==> src/mmt_pkg.sv <==
`default_nettype none

package mmt_pkg;

  localparam int unsigned DIM_DEFAULT = 6;

  localparam int unsigned MODE_W    = 2;
  localparam int unsigned IDX_IN_W  = 3;
  localparam int unsigned OUT_IDX_W = 3;
  localparam int unsigned ELEM_W    = 16;
  localparam int unsigned PROD_W    = 32;
  localparam int unsigned VAL_W     = 41;

  localparam logic [MODE_W-1:0] MODE_LOAD_A  = 2'd0;
  localparam logic [MODE_W-1:0] MODE_LOAD_B  = 2'd1;
  localparam logic [MODE_W-1:0] MODE_COMPUTE = 2'd2;

  // control that travels with each partial dot product down the chain
  typedef struct packed {
    logic valid;
    logic last;
  } tag_t;

endpackage

`default_nettype wire

==> src/mmt_cell.sv <==
`default_nettype none

module mmt_cell #(
  parameter int unsigned MATRIX_DIM = mmt_pkg::DIM_DEFAULT,
  parameter int unsigned CELL_IDX   = 0,
  localparam int unsigned IDX_W     = (MATRIX_DIM > 1) ? $clog2(MATRIX_DIM) : 1
) (
  input  logic                              clk,
  input  logic                              rst_n,
  input  logic                              adv,
  input  logic                              ld_a_en,
  input  logic                              ld_b_en,
  input  logic [IDX_W-1:0]                  ld_row,
  input  logic [IDX_W-1:0]                  ld_col,
  input  logic signed [mmt_pkg::ELEM_W-1:0] ld_data,
  input  mmt_pkg::tag_t                     tag_i,
  input  logic [IDX_W-1:0]                  row_i,
  input  logic [IDX_W-1:0]                  col_i,
  input  logic signed [mmt_pkg::VAL_W-1:0]  sum_i,
  output mmt_pkg::tag_t                     tag_o,
  output logic [IDX_W-1:0]                  row_o,
  output logic [IDX_W-1:0]                  col_o,
  output logic signed [mmt_pkg::VAL_W-1:0]  sum_o
);
  import mmt_pkg::*;

  localparam logic [IDX_W-1:0] CELL_ID = IDX_W'(CELL_IDX);

  // column CELL_IDX of the first matrix, row CELL_IDX of the second
  logic signed [ELEM_W-1:0] a_mem_r [MATRIX_DIM];
  logic signed [ELEM_W-1:0] b_mem_r [MATRIX_DIM];

  tag_t                     tag_r;
  logic [IDX_W-1:0]         row_r;
  logic [IDX_W-1:0]         col_r;
  logic signed [VAL_W-1:0]  sum_r;

  logic signed [ELEM_W-1:0] a_rd;
  logic signed [ELEM_W-1:0] b_rd;
  logic signed [PROD_W-1:0] prod;
  logic signed [VAL_W-1:0]  sum_nxt;

  always_ff @(posedge clk) begin
    if (ld_a_en && ld_col == CELL_ID) begin
      a_mem_r[ld_row] <= ld_data;
    end
    if (ld_b_en && ld_row == CELL_ID) begin
      b_mem_r[ld_col] <= ld_data;
    end
  end

  always_comb begin
    a_rd    = a_mem_r[row_i];
    b_rd    = b_mem_r[col_i];
    prod    = a_rd * b_rd;
    sum_nxt = sum_i + {{(VAL_W-PROD_W){prod[PROD_W-1]}}, prod};
  end

  always_ff @(posedge clk) begin
    if (!rst_n) begin
      tag_r <= '0;
    end else if (adv) begin
      tag_r <= tag_i;
    end
  end

  always_ff @(posedge clk) begin
    if (adv) begin
      row_r <= row_i;
      col_r <= col_i;
      sum_r <= sum_nxt;
    end
  end

  assign tag_o = tag_r;
  assign row_o = row_r;
  assign col_o = col_r;
  assign sum_o = sum_r;

endmodule

`default_nettype wire

==> config.mk <==
export PLATFORM = sky130hd
export DESIGN_NAME = mmt_cell
export DESIGN_NICKNAME = d
export VERILOG_FILES = /design/src/mmt_pkg.sv /design/src/mmt_cell.sv
export SDC_FILE = /design/constraint.sdc
export NUM_CORES = 1
export LEC_CHECK = 0
export BUFFER_PORTS_ARGS = -buffer_cell sky130_fd_sc_hd__buf_2
export CAP_MARGIN = 20
export CORE_ASPECT_RATIO = 0.9
export CORE_MARGIN = 3
export CORE_UTILIZATION = 50
export CTS_CLUSTER_DIAMETER = 150
export DETAILED_ROUTE_END_ITERATION = 8
export PLACE_DENSITY_LB_ADDON = 0.08
export SLEW_MARGIN = 20
export SYNTH_ARGS = -nofsm -noshare
export SYNTH_HDL_FRONTEND = slang
export SYNTH_SLANG_ARGS = --single-unit
==> constraint.sdc <==
create_clock -name clk -period 10.3 [get_ports clk]
set_clock_uncertainty 0.2 [all_clocks]
set_input_delay 1.03 -clock clk [delete_from_list [all_inputs] [get_ports clk]]
set_output_delay 1.03 -clock clk [all_outputs]
set_load 0.02 [all_outputs]
==> results of run 1 <==
## stage by stage
| stage | area (µm²) | setup slack, ns |
|---|---|---|
| finish | 23200 | 0.534 |
| global route | 23200 | 0.0239 |
| CTS | 23200 | 0.427 |
| detailed placement | 22300 | -0.137 |
| global placement | 22300 | 0.0281 |
| floorplan | 20400 | 0.211 |
## worst max-delay path, delay by kind of cell
kind,cells,cell delay (ns)
muxes,1,0.35
and+or+nand+nor,7,0.89
adders and majority gates,8,3.75
AOI/OAI and AO/OA,12,2.72
buffers and inverters,7,0.92
xor gates and xnor gates,2,0.22
## area by class of cell
cell class	instances	area [µm²]	area share (%)
multi-input combinational	1186	12000	51.6
sequential	241	7220	31.1
timing repair buffer	207	1310	5.65
inverter	301	1130	4.87
clock buffer	32	694	3.00
tap	532	666	2.87
clock inverter	18	199	0.858
## state kept, by name (all words and copies together), names as in the netlist
register,cells
col_o,3
row_o,3
sum_o,41
b_mem_r,96
tag_o,2
a_mem_r,96
## layout by cell type (no fill, tap or decap), types with 20 or more instances in the layout
cell type	instances
a21o_1	51
a21oi_1	81
buf_2	124
buf_4	77
clkbuf_16	27
edfxtp_1	239
fa_1	262
ha_1	126
inv_1	301
mux2i_1	34
mux4_2	32
nand2_1	138
nand2b_1	24
nor2_1	181
o21ai_0	20
xnor2_1	54
## worst max-delay path by stage
stage	slack, ns	cells past startpoint	end
2_1_floorplan	0.21	38	sum_o[40]$_DFFE_PP_
6_report	0.53	37	sum_o[39]$_DFFE_PP_
3_5_place_dp	-0.14	37	sum_o[40]$_DFFE_PP_
3_3_place_gp	0.03	35	sum_o[40]$_DFFE_PP_
4_1_cts	0.43	37	sum_o[40]$_DFFE_PP_
5_1_grt	0.02	38	sum_o[40]$_DFFE_PP_
## cells by family after synthesis
kind of cell | Yosys count
flops | 241
mux | 66
buf+inv | 341
simple gates | 419
xor+xnor | 74
compound gates | 238
fa+ha+maj | 389
## metal layers
layer	track usage, %	vias to the layer above
met5	0	-
met4	4.54	0
met3	4.49	65
met2	39.9	353
met1	32.6	7060
li1	-	6265
## what timing repair did
item / in CTS / in global routing
endpoints found under the hold margin: 0 / 0
gates resized for setup: 0 / 5
endpoints found under the setup margin: 0 / 1
==> qor.yml, run 1 <==
required_ns: 10.41
slowest_stage: "fa_1"
cts_setup_buffers: 0
root_buffer: "clkbuf_16"
wl_met2_um: 23700
synth_compound_area_share_pct: 7.53
yosysTopAreaCell: "edfxtp_1"
ctsHoldBuffers: 0
drive_gt1_share_pct: 16.0
via_per_inst: 5.46
syn_avg_cell_area_um2: 11.5
reg2regPathDepth: 34
met3_length_um: 3180
cts_inserted_buffers: 27
clk_pin_slew_ns: 0.06
cts.sinks: 241
tns_ns: 0
cts_buffer_depth: 3
start_util_pct: 51.2
path_common_cell: "fa_1"
rsz0062_at_grt: "no"
tightestPinTransition_ns: 1.03
synth_mux_area_share_pct: 5.20
setup_viol: 0
die_height_um: 198
r2r_slack_ns: 1.02
fillers: 3406
worst_setup_path_startpoint: "col_i[0]"
cp.arrival_ns: 9.88
synth_top_family_by_area: "adder cells"
drcViolationCount: 0
yosysMostFrequentCell: "inv_1"
synth-simple-area-share_pct: 8.84
drt.antenna.violating_nets: 0
start_kind: "primary input"
endpoint_kind: "flop"
grt_pass1_wl_um: 78700
gp_congestion: 0.933
crit-reg2reg-launch: "b_mem_r[3][1]$_DFFE_PP_"
routedWlPerCell_um: 19.4
synth_xor_area_share_pct: 3.24
grt_max_degree: 50
rows: 69
final_max_slew_viol_count: 0
place_hpwl_um: 38200
grt_antenna_before_repair: 0
ys_seq_area_share_pct: 35.4
maxSlewHeadroom_pct: 31.1
r2r_end: "sum_o[39]$_DFFE_PP_"
synth_edf_count: 239
cts_tree: "yes"
ys_types: 60
wl_met1_um: 21200
worstHoldStart: "tag_o[0]$_SDFFE_PN0P_"
maxCapViolations: 0
n_antenna_cell: 0
hold_end: "tag_o[0]$_SDFFE_PN0P_"
synthToLayoutAreaGrowth_pct: 13.5
die_width_um: 219
synth_top_area_share_pct: 35.2
ios: 125
firstDrtPassIters: 5
max_stage_delay_ns: 0.59
fin_crit_sh_pct: 94.8
hold_path_class: "flop to flop"
clkLatencyLatePin_ns: 0.56
top_layer: "met4"
synth_fa_ha_area_share_pct: 33.5
crit_path_max_fanout: 22
final_core_util_pct: 58.1
netlist_instances: 1768
async_flop_share_pct: 0
stdcell_count: 2517
grt_usage_pct: 23.7
worst_hold_slack_ns: 0.331
coreArea_um2: 39900
nets: 2429
ys_ff_latch: 241
finalCriticalPeriod_ns: 9.77
port_buffers: 124
synthesis.area_um2: 20400
status: "finished clean"
post-place-cells: 2466
grt_pass1_vias: 14800
fmax_mhz: 102
drtIter0Drc: 964
syn-num-nets: 2233
finalHoldViolations: 0
worst-setup-path-type: "primary input to flop"
yosysWarnings: 0
synth_commonest_cells: "inv_1, fa_1, edfxtp_1"
synthTopCellsByArea: "edfxtp_1, fa_1, ha_1"
grt_overflow: 0
num_vias: 13700
routed_wl_um: 48900
htree_levels: 1
ys.flop_type: "edfxtp_1"
dieArea_um2: 43300
min_path_cells: 2
Power of run 1 is not shown: default switching activity piles up to over one toggle a cycle in this logic, so the estimate is an artifact.
==> inputs of run 2 (changes only) <==
- CORE_ASPECT_RATIO: 0.9 -> default
- CORE_MARGIN: 3 -> 2
==> run 2 against run 1 <==
Effect of this change: sequential cell count stayed put; routed wire length is 0.65% higher; core utilization is 0.98 points lower; critical path depth is 1 higher; highest routed layer unchanged; global-route usage is 0.30 points higher; die area is 1.9% lower; critical endpoint is now sum_o[40]$_DFFE_PP_; hold slack worse by 0.016 ns.
==> qor.yml, run 2 (same netlist as run 1, synthesis figures left out) <==
fin_ws_ns: 0.652  # +0.118 ns
drcViolationCount: 0  # unchanged
grt_antenna_before_repair: 0  # unchanged
cts.sinks: 241  # unchanged
path_common_cell: "fa_1"
crit_path_max_fanout: 7  # -68%
endpoint_kind: "flop"
start_kind: "primary input"
cts_tree: "yes"
dieArea_um2: 42500  # -1.9%
cts_setup_buffers: 0  # unchanged
place_hpwl_um: 38900  # +1.7%
n_antenna_cell: 0  # unchanged
reg2regPathDepth: 36  # +5.9%
worst_hold_slack_ns: 0.315  # -0.0156 ns
worst-setup-path-type: "primary input to flop"
crit-reg2reg-launch: "b_mem_r[0][1]$_DFFE_PP_"
worstHoldStart: "tag_o[1]$_SDFFE_PN0P_"
via_per_inst: 5.28  # -3.4%
ctsHoldBuffers: 0  # unchanged
die_width_um: 206  # -5.9%
nets: 2442  # +0.54%
fin_crit_sh_pct: 93.7  # -1.1 points
die_height_um: 206  # +4.2%
routedWlPerCell_um: 19.5  # +0.17%
min_path_cells: 2  # unchanged
clk_pin_slew_ns: 0.06  # about the same
worst_setup_path_startpoint: "row_i[0]"
root_buffer: "clkbuf_16"
r2r_slack_ns: 1.12  # +0.10 ns
grt_max_degree: 50  # unchanged
grt_usage_pct: 24.0  # +0.30 points
routed_wl_um: 49300  # +0.65%
finalCriticalPeriod_ns: 9.65  # -0.118 ns
drtIter0Drc: 733  # -24%
start_util_pct: 50.3  # -0.84 points
coreArea_um2: 40600  # +1.7%
ios: 125  # unchanged
final_max_slew_viol_count: 0  # unchanged
hold_end: "tag_o[1]$_SDFFE_PN0P_"
grt_overflow: 0  # unchanged
finalHoldViolations: 0  # unchanged
grt_pass1_vias: 14000  # -5.0%
port_buffers: 124  # unchanged
most-common-layout-cells: "inv_1, fa_1, edfxtp_1"
layout_commonest_cell: "inv_1"
htree_levels: 1  # unchanged
post_cts_resized: 0  # unchanged
fmax_mhz: 104  # +1.2%
rsz0062_at_grt: "no"
drive_gt1_share_pct: 16.1  # +0.10 points
maxSlewHeadroom_pct: 48.0  # +17 points
hold_path_class: "flop to flop"
cts_buffer_depth: 3  # unchanged
tightestPinTransition_ns: 0.780  # -0.252 ns
gp_congestion: 0.923  # -1.1%
grt_pass1_wl_um: 77300  # -1.8%
slowest_stage: "fa_1"
placed_cell_area_um2: 22300  # +0.29%
setup_viol: 0  # unchanged
required_ns: 10.43  # +0.02 ns
maxCapViolations: 0  # unchanged
status: "finished clean"
max_stage_delay_ns: 0.56  # -0.03 ns
num_vias: 13300  # -2.9%
fillers: 3466  # +1.8%
synthToLayoutAreaGrowth_pct: 13.5  # about the same
r2r_end: "sum_o[40]$_DFFE_PP_"
dp_slack_ns: -0.0918  # +0.0452 ns
cts_inserted_buffers: 27  # unchanged
cp.arrival_ns: 9.78  # -0.10 ns
rows: 74  # +7.2%
final_area_um2: 23200  # about the same
firstDrtPassIters: 5  # unchanged
drt.antenna.violating_nets: 0  # unchanged
clkLatencyLatePin_ns: 0.59  # +0.03 ns
run 2: area by class of cell:
type | instances | area [µm²] | area share (%)
clock buffers | 30 | 687 | 2.96
well taps | 532 | 666 | 2.87
flip-flops and latches | 241 | 7220 | 31.1
inverters | 301 | 1130 | 4.88
repair buffers | 220 | 1380 | 5.95
clock inverters | 19 | 140 | 0.605
multi-input cells | 1186 | 12000 | 51.6
run 2: stage by stage:
step                      util [%]  TNS (ns)  cells
after detailed placement      55.0   -0.0918   2480
final                         57.1         0   2529
after floorplan                  -         0   1768
after CTS                     57.1         0   2529
after global routing          57.1         0   2529
after global placement        55.0         0   2480
run 2: critical path, delay by kind of cell:
| family | cells | cell delay (ns) |
|---|---|---|
| adder cells (fa/ha/maj) | 8 | 3.58 |
| AO/OA/AOI/OAI | 14 | 2.87 |
| buffers and inverters | 6 | 0.77 |
| AND/OR/NAND/NOR | 7 | 0.73 |
| XOR/XNOR | 2 | 0.46 |
| multiplexers | 1 | 0.33 |
run 2: worst max-delay path by stage:
stage,slack (ns),to
6_report,0.65,sum_o[40]$_DFFE_PP_
5_1_grt,0.05,sum_o[40]$_DFFE_PP_
4_1_cts,0.52,sum_o[40]$_DFFE_PP_
3_5_place_dp,-0.09,sum_o[40]$_DFFE_PP_
3_3_place_gp,0.08,sum_o[40]$_DFFE_PP_
2_1_floorplan,0.21,sum_o[40]$_DFFE_PP_
run 2: routing by layer:
metal | vias up | global-route usage, % | wire, µm
met4 | 0 | 8.52 | 1870
met3 | 95 | 4.04 | 2700
met2 | 346 | 39.6 | 23000
met5 | - | 0 | 0
met1 | 6617 | 32.2 | 21700
li1 | 6287 | - | -
Power of run 2 is left out for the same reason.
==> inputs of run 3 (changes only) <==
- PLACE_DENSITY: default -> 0.7
- PLACE_DENSITY_LB_ADDON: 0.08 -> default
==> run 3 against run 2 <==
Effect of this change: final cell count down 0.83%; final area about the same; sequential cell count unchanged; die area did not move; critical endpoint unchanged; fmax is 0.99% lower; register-to-register slack lost 0.08 ns; highest routed layer unchanged; routed wire length down 2.9%; critical path depth decreased by 1; global-route usage down 0.54 points; non-clock buffer count shrank 20.
==> qor.yml, run 3 (same netlist as run 1, synthesis figures left out) <==
status: "finished clean"
start_kind: "primary input"
final_area_um2: 23200  # about the same
root_buffer: "clkbuf_16"
slowest_stage: "mux4_2"
drt.antenna.violating_nets: 0  # unchanged
gp_congestion: 0.938  # +1.6%
fin_crit_sh_pct: 94.6  # +0.94 points
fmax_mhz: 103  # -0.99%
dieArea_um2: 42500  # unchanged
cts_inserted_buffers: 26  # -3.7%
required_ns: 10.40  # -0.03 ns
max_stage_delay_ns: 0.56  # about the same
nets: 2421  # -0.86%
crit_buf_inv: 5  # -1
die_width_um: 206  # unchanged
most-common-layout-cells: "inv_1, fa_1, edfxtp_1"
clk_pin_slew_ns: 0.06  # about the same
routedWlPerCell_um: 19.1  # -2.1%
cp.arrival_ns: 9.84  # +0.06 ns
grt_overflow: 0  # unchanged
firstDrtPassIters: 5  # unchanged
grt_pass1_wl_um: 76700  # -0.81%
tns_ns: 0  # unchanged
reg2regPathDepth: 37  # +2.8%
routed_wl_um: 47800  # -2.9%
clkLatencyLatePin_ns: 0.59  # about the same
maxCapViolations: 0  # unchanged
die_height_um: 206  # unchanged
cts_buffer_depth: 3  # unchanged
cts_tree: "yes"
drcViolationCount: 0  # unchanged
finalCriticalPeriod_ns: 9.74  # +0.0964 ns
worst-setup-path-type: "primary input to flop"
crit_cells: 37  # -2.6%
post-place-cells: 2460  # -0.81%
drtIter0Drc: 953  # +30%
path_common_cell: "fa_1"
n_antenna_cell: 0  # unchanged
placed_cell_area_um2: 22200  # -0.57%
final_max_slew_viol_count: 0  # unchanged
layout_commonest_cell: "inv_1"
tightestPinTransition_ns: 1.08  # +0.304 ns
endpoint_kind: "flop"
start_util_pct: 50.3  # unchanged
rsz0062_at_grt: "no"
final_core_util_pct: 57.1  # about the same
min_path_cells: 2  # unchanged
hold_path_class: "flop to flop"
cp_top_family: "adder cells"
grt_pass1_vias: 14300  # +2.2%
coreArea_um2: 40600  # unchanged
maxSlewHeadroom_pct: 27.7  # -20 points
finalHoldViolations: 0  # unchanged
rows: 74  # unchanged
num_vias: 13600  # +1.7%
grt_usage_pct: 23.5  # -0.54 points
grt_max_degree: 50  # unchanged
ios: 125  # unchanged
htree_levels: 1  # unchanged
drive_gt1_share_pct: 15.6  # -0.54 points
synthToLayoutAreaGrowth_pct: 13.4  # about the same
grt_antenna_before_repair: 0  # unchanged
place_hpwl_um: 37600  # -3.3%
setup_viol: 0  # unchanged
crit_path_max_fanout: 15  # +8
stdcell_count: 2508  # -0.83%
cts.sinks: 241  # unchanged
port_buffers: 124  # unchanged
via_per_inst: 5.41  # +2.5%
## run 3: cell count changes in the layout (fill, tap and decap cells not counted), moves of 2 or more
cell	previous run	this run
buf_4	93	72
nor2_2	1	5
nor3_2	4	2
nor2_1	187	183
clkbuf_1	3	1
bufinv_16	1	5
clkinv_1	7	4
nor3_4	1	3
clkinv_2	6	4
## run 3: metrics by stage
stage / setup WS [ns] / hold WS, ns
6_report: 0.556 / 0.309
3_3_place_gp: -0.140 / 0.296
5_1_grt: 0.0433 / 0.349
3_5_place_dp: -0.187 / 0.316
2_1_floorplan: 0.211 / 0.389
4_1_cts: 0.377 / 0.319
## run 3: layer usage
layer,global-route usage (%),vias up,wire length [µm]
met3,3.86,94,3410
met4,7.47,0,1510
met5,0,-,0
met1,31.6,6727,20400
met2,39.1,509,22500
li1,-,6239,-
## run 3: what timing repair did
action | in CTS | in global routing
gates resized for setup | 0 | 6
buffers inserted | 0 | 0
setup endpoints to repair | 0 | 3
hold buffers | 0 | 0
## run 3: worst paths after layout
kind | startpoint | to | slack, ns
max | row_i[0] | sum_o[40]$_DFFE_PP_ | 0.56
min | tag_o[0]$_SDFFE_PN0P_ | tag_o[0]$_SDFFE_PN0P_ | 0.31
max reg2reg | a_mem_r[3][6]$_DFFE_PP_ | sum_o[40]$_DFFE_PP_ | 1.04
min reg2reg | tag_o[0]$_SDFFE_PN0P_ | tag_o[0]$_SDFFE_PN0P_ | 0.31
## run 3: layout make-up
| type | count | area [µm²] |
|---|---|---|
| Tap cell | 532 | 666 |
| Sequential cell | 241 | 7220 |
| Clock inverter | 21 | 285 |
| Clock buffer | 27 | 654 |
| Multi-Input combinational cell | 1186 | 12000 |
| Inverter | 301 | 1130 |
| Fill cell | 3370 | 17400 |
| Timing Repair Buffer | 200 | 1230 |
## run 3: worst reg2reg max path: cells and delay by family, from the launching register on
family / cells / cell delay [ns]
xor gates and xnor gates: 2 / 0.61
buffers and inverters: 5 / 0.41
muxes: 1 / 0.50
DFF: 1 / 0.38
AOI/OAI and AO/OA: 14 / 2.49
adders and majority gates: 8 / 3.53
and+or+nand+nor: 7 / 0.84
Power of run 3 is left out for the same reason.
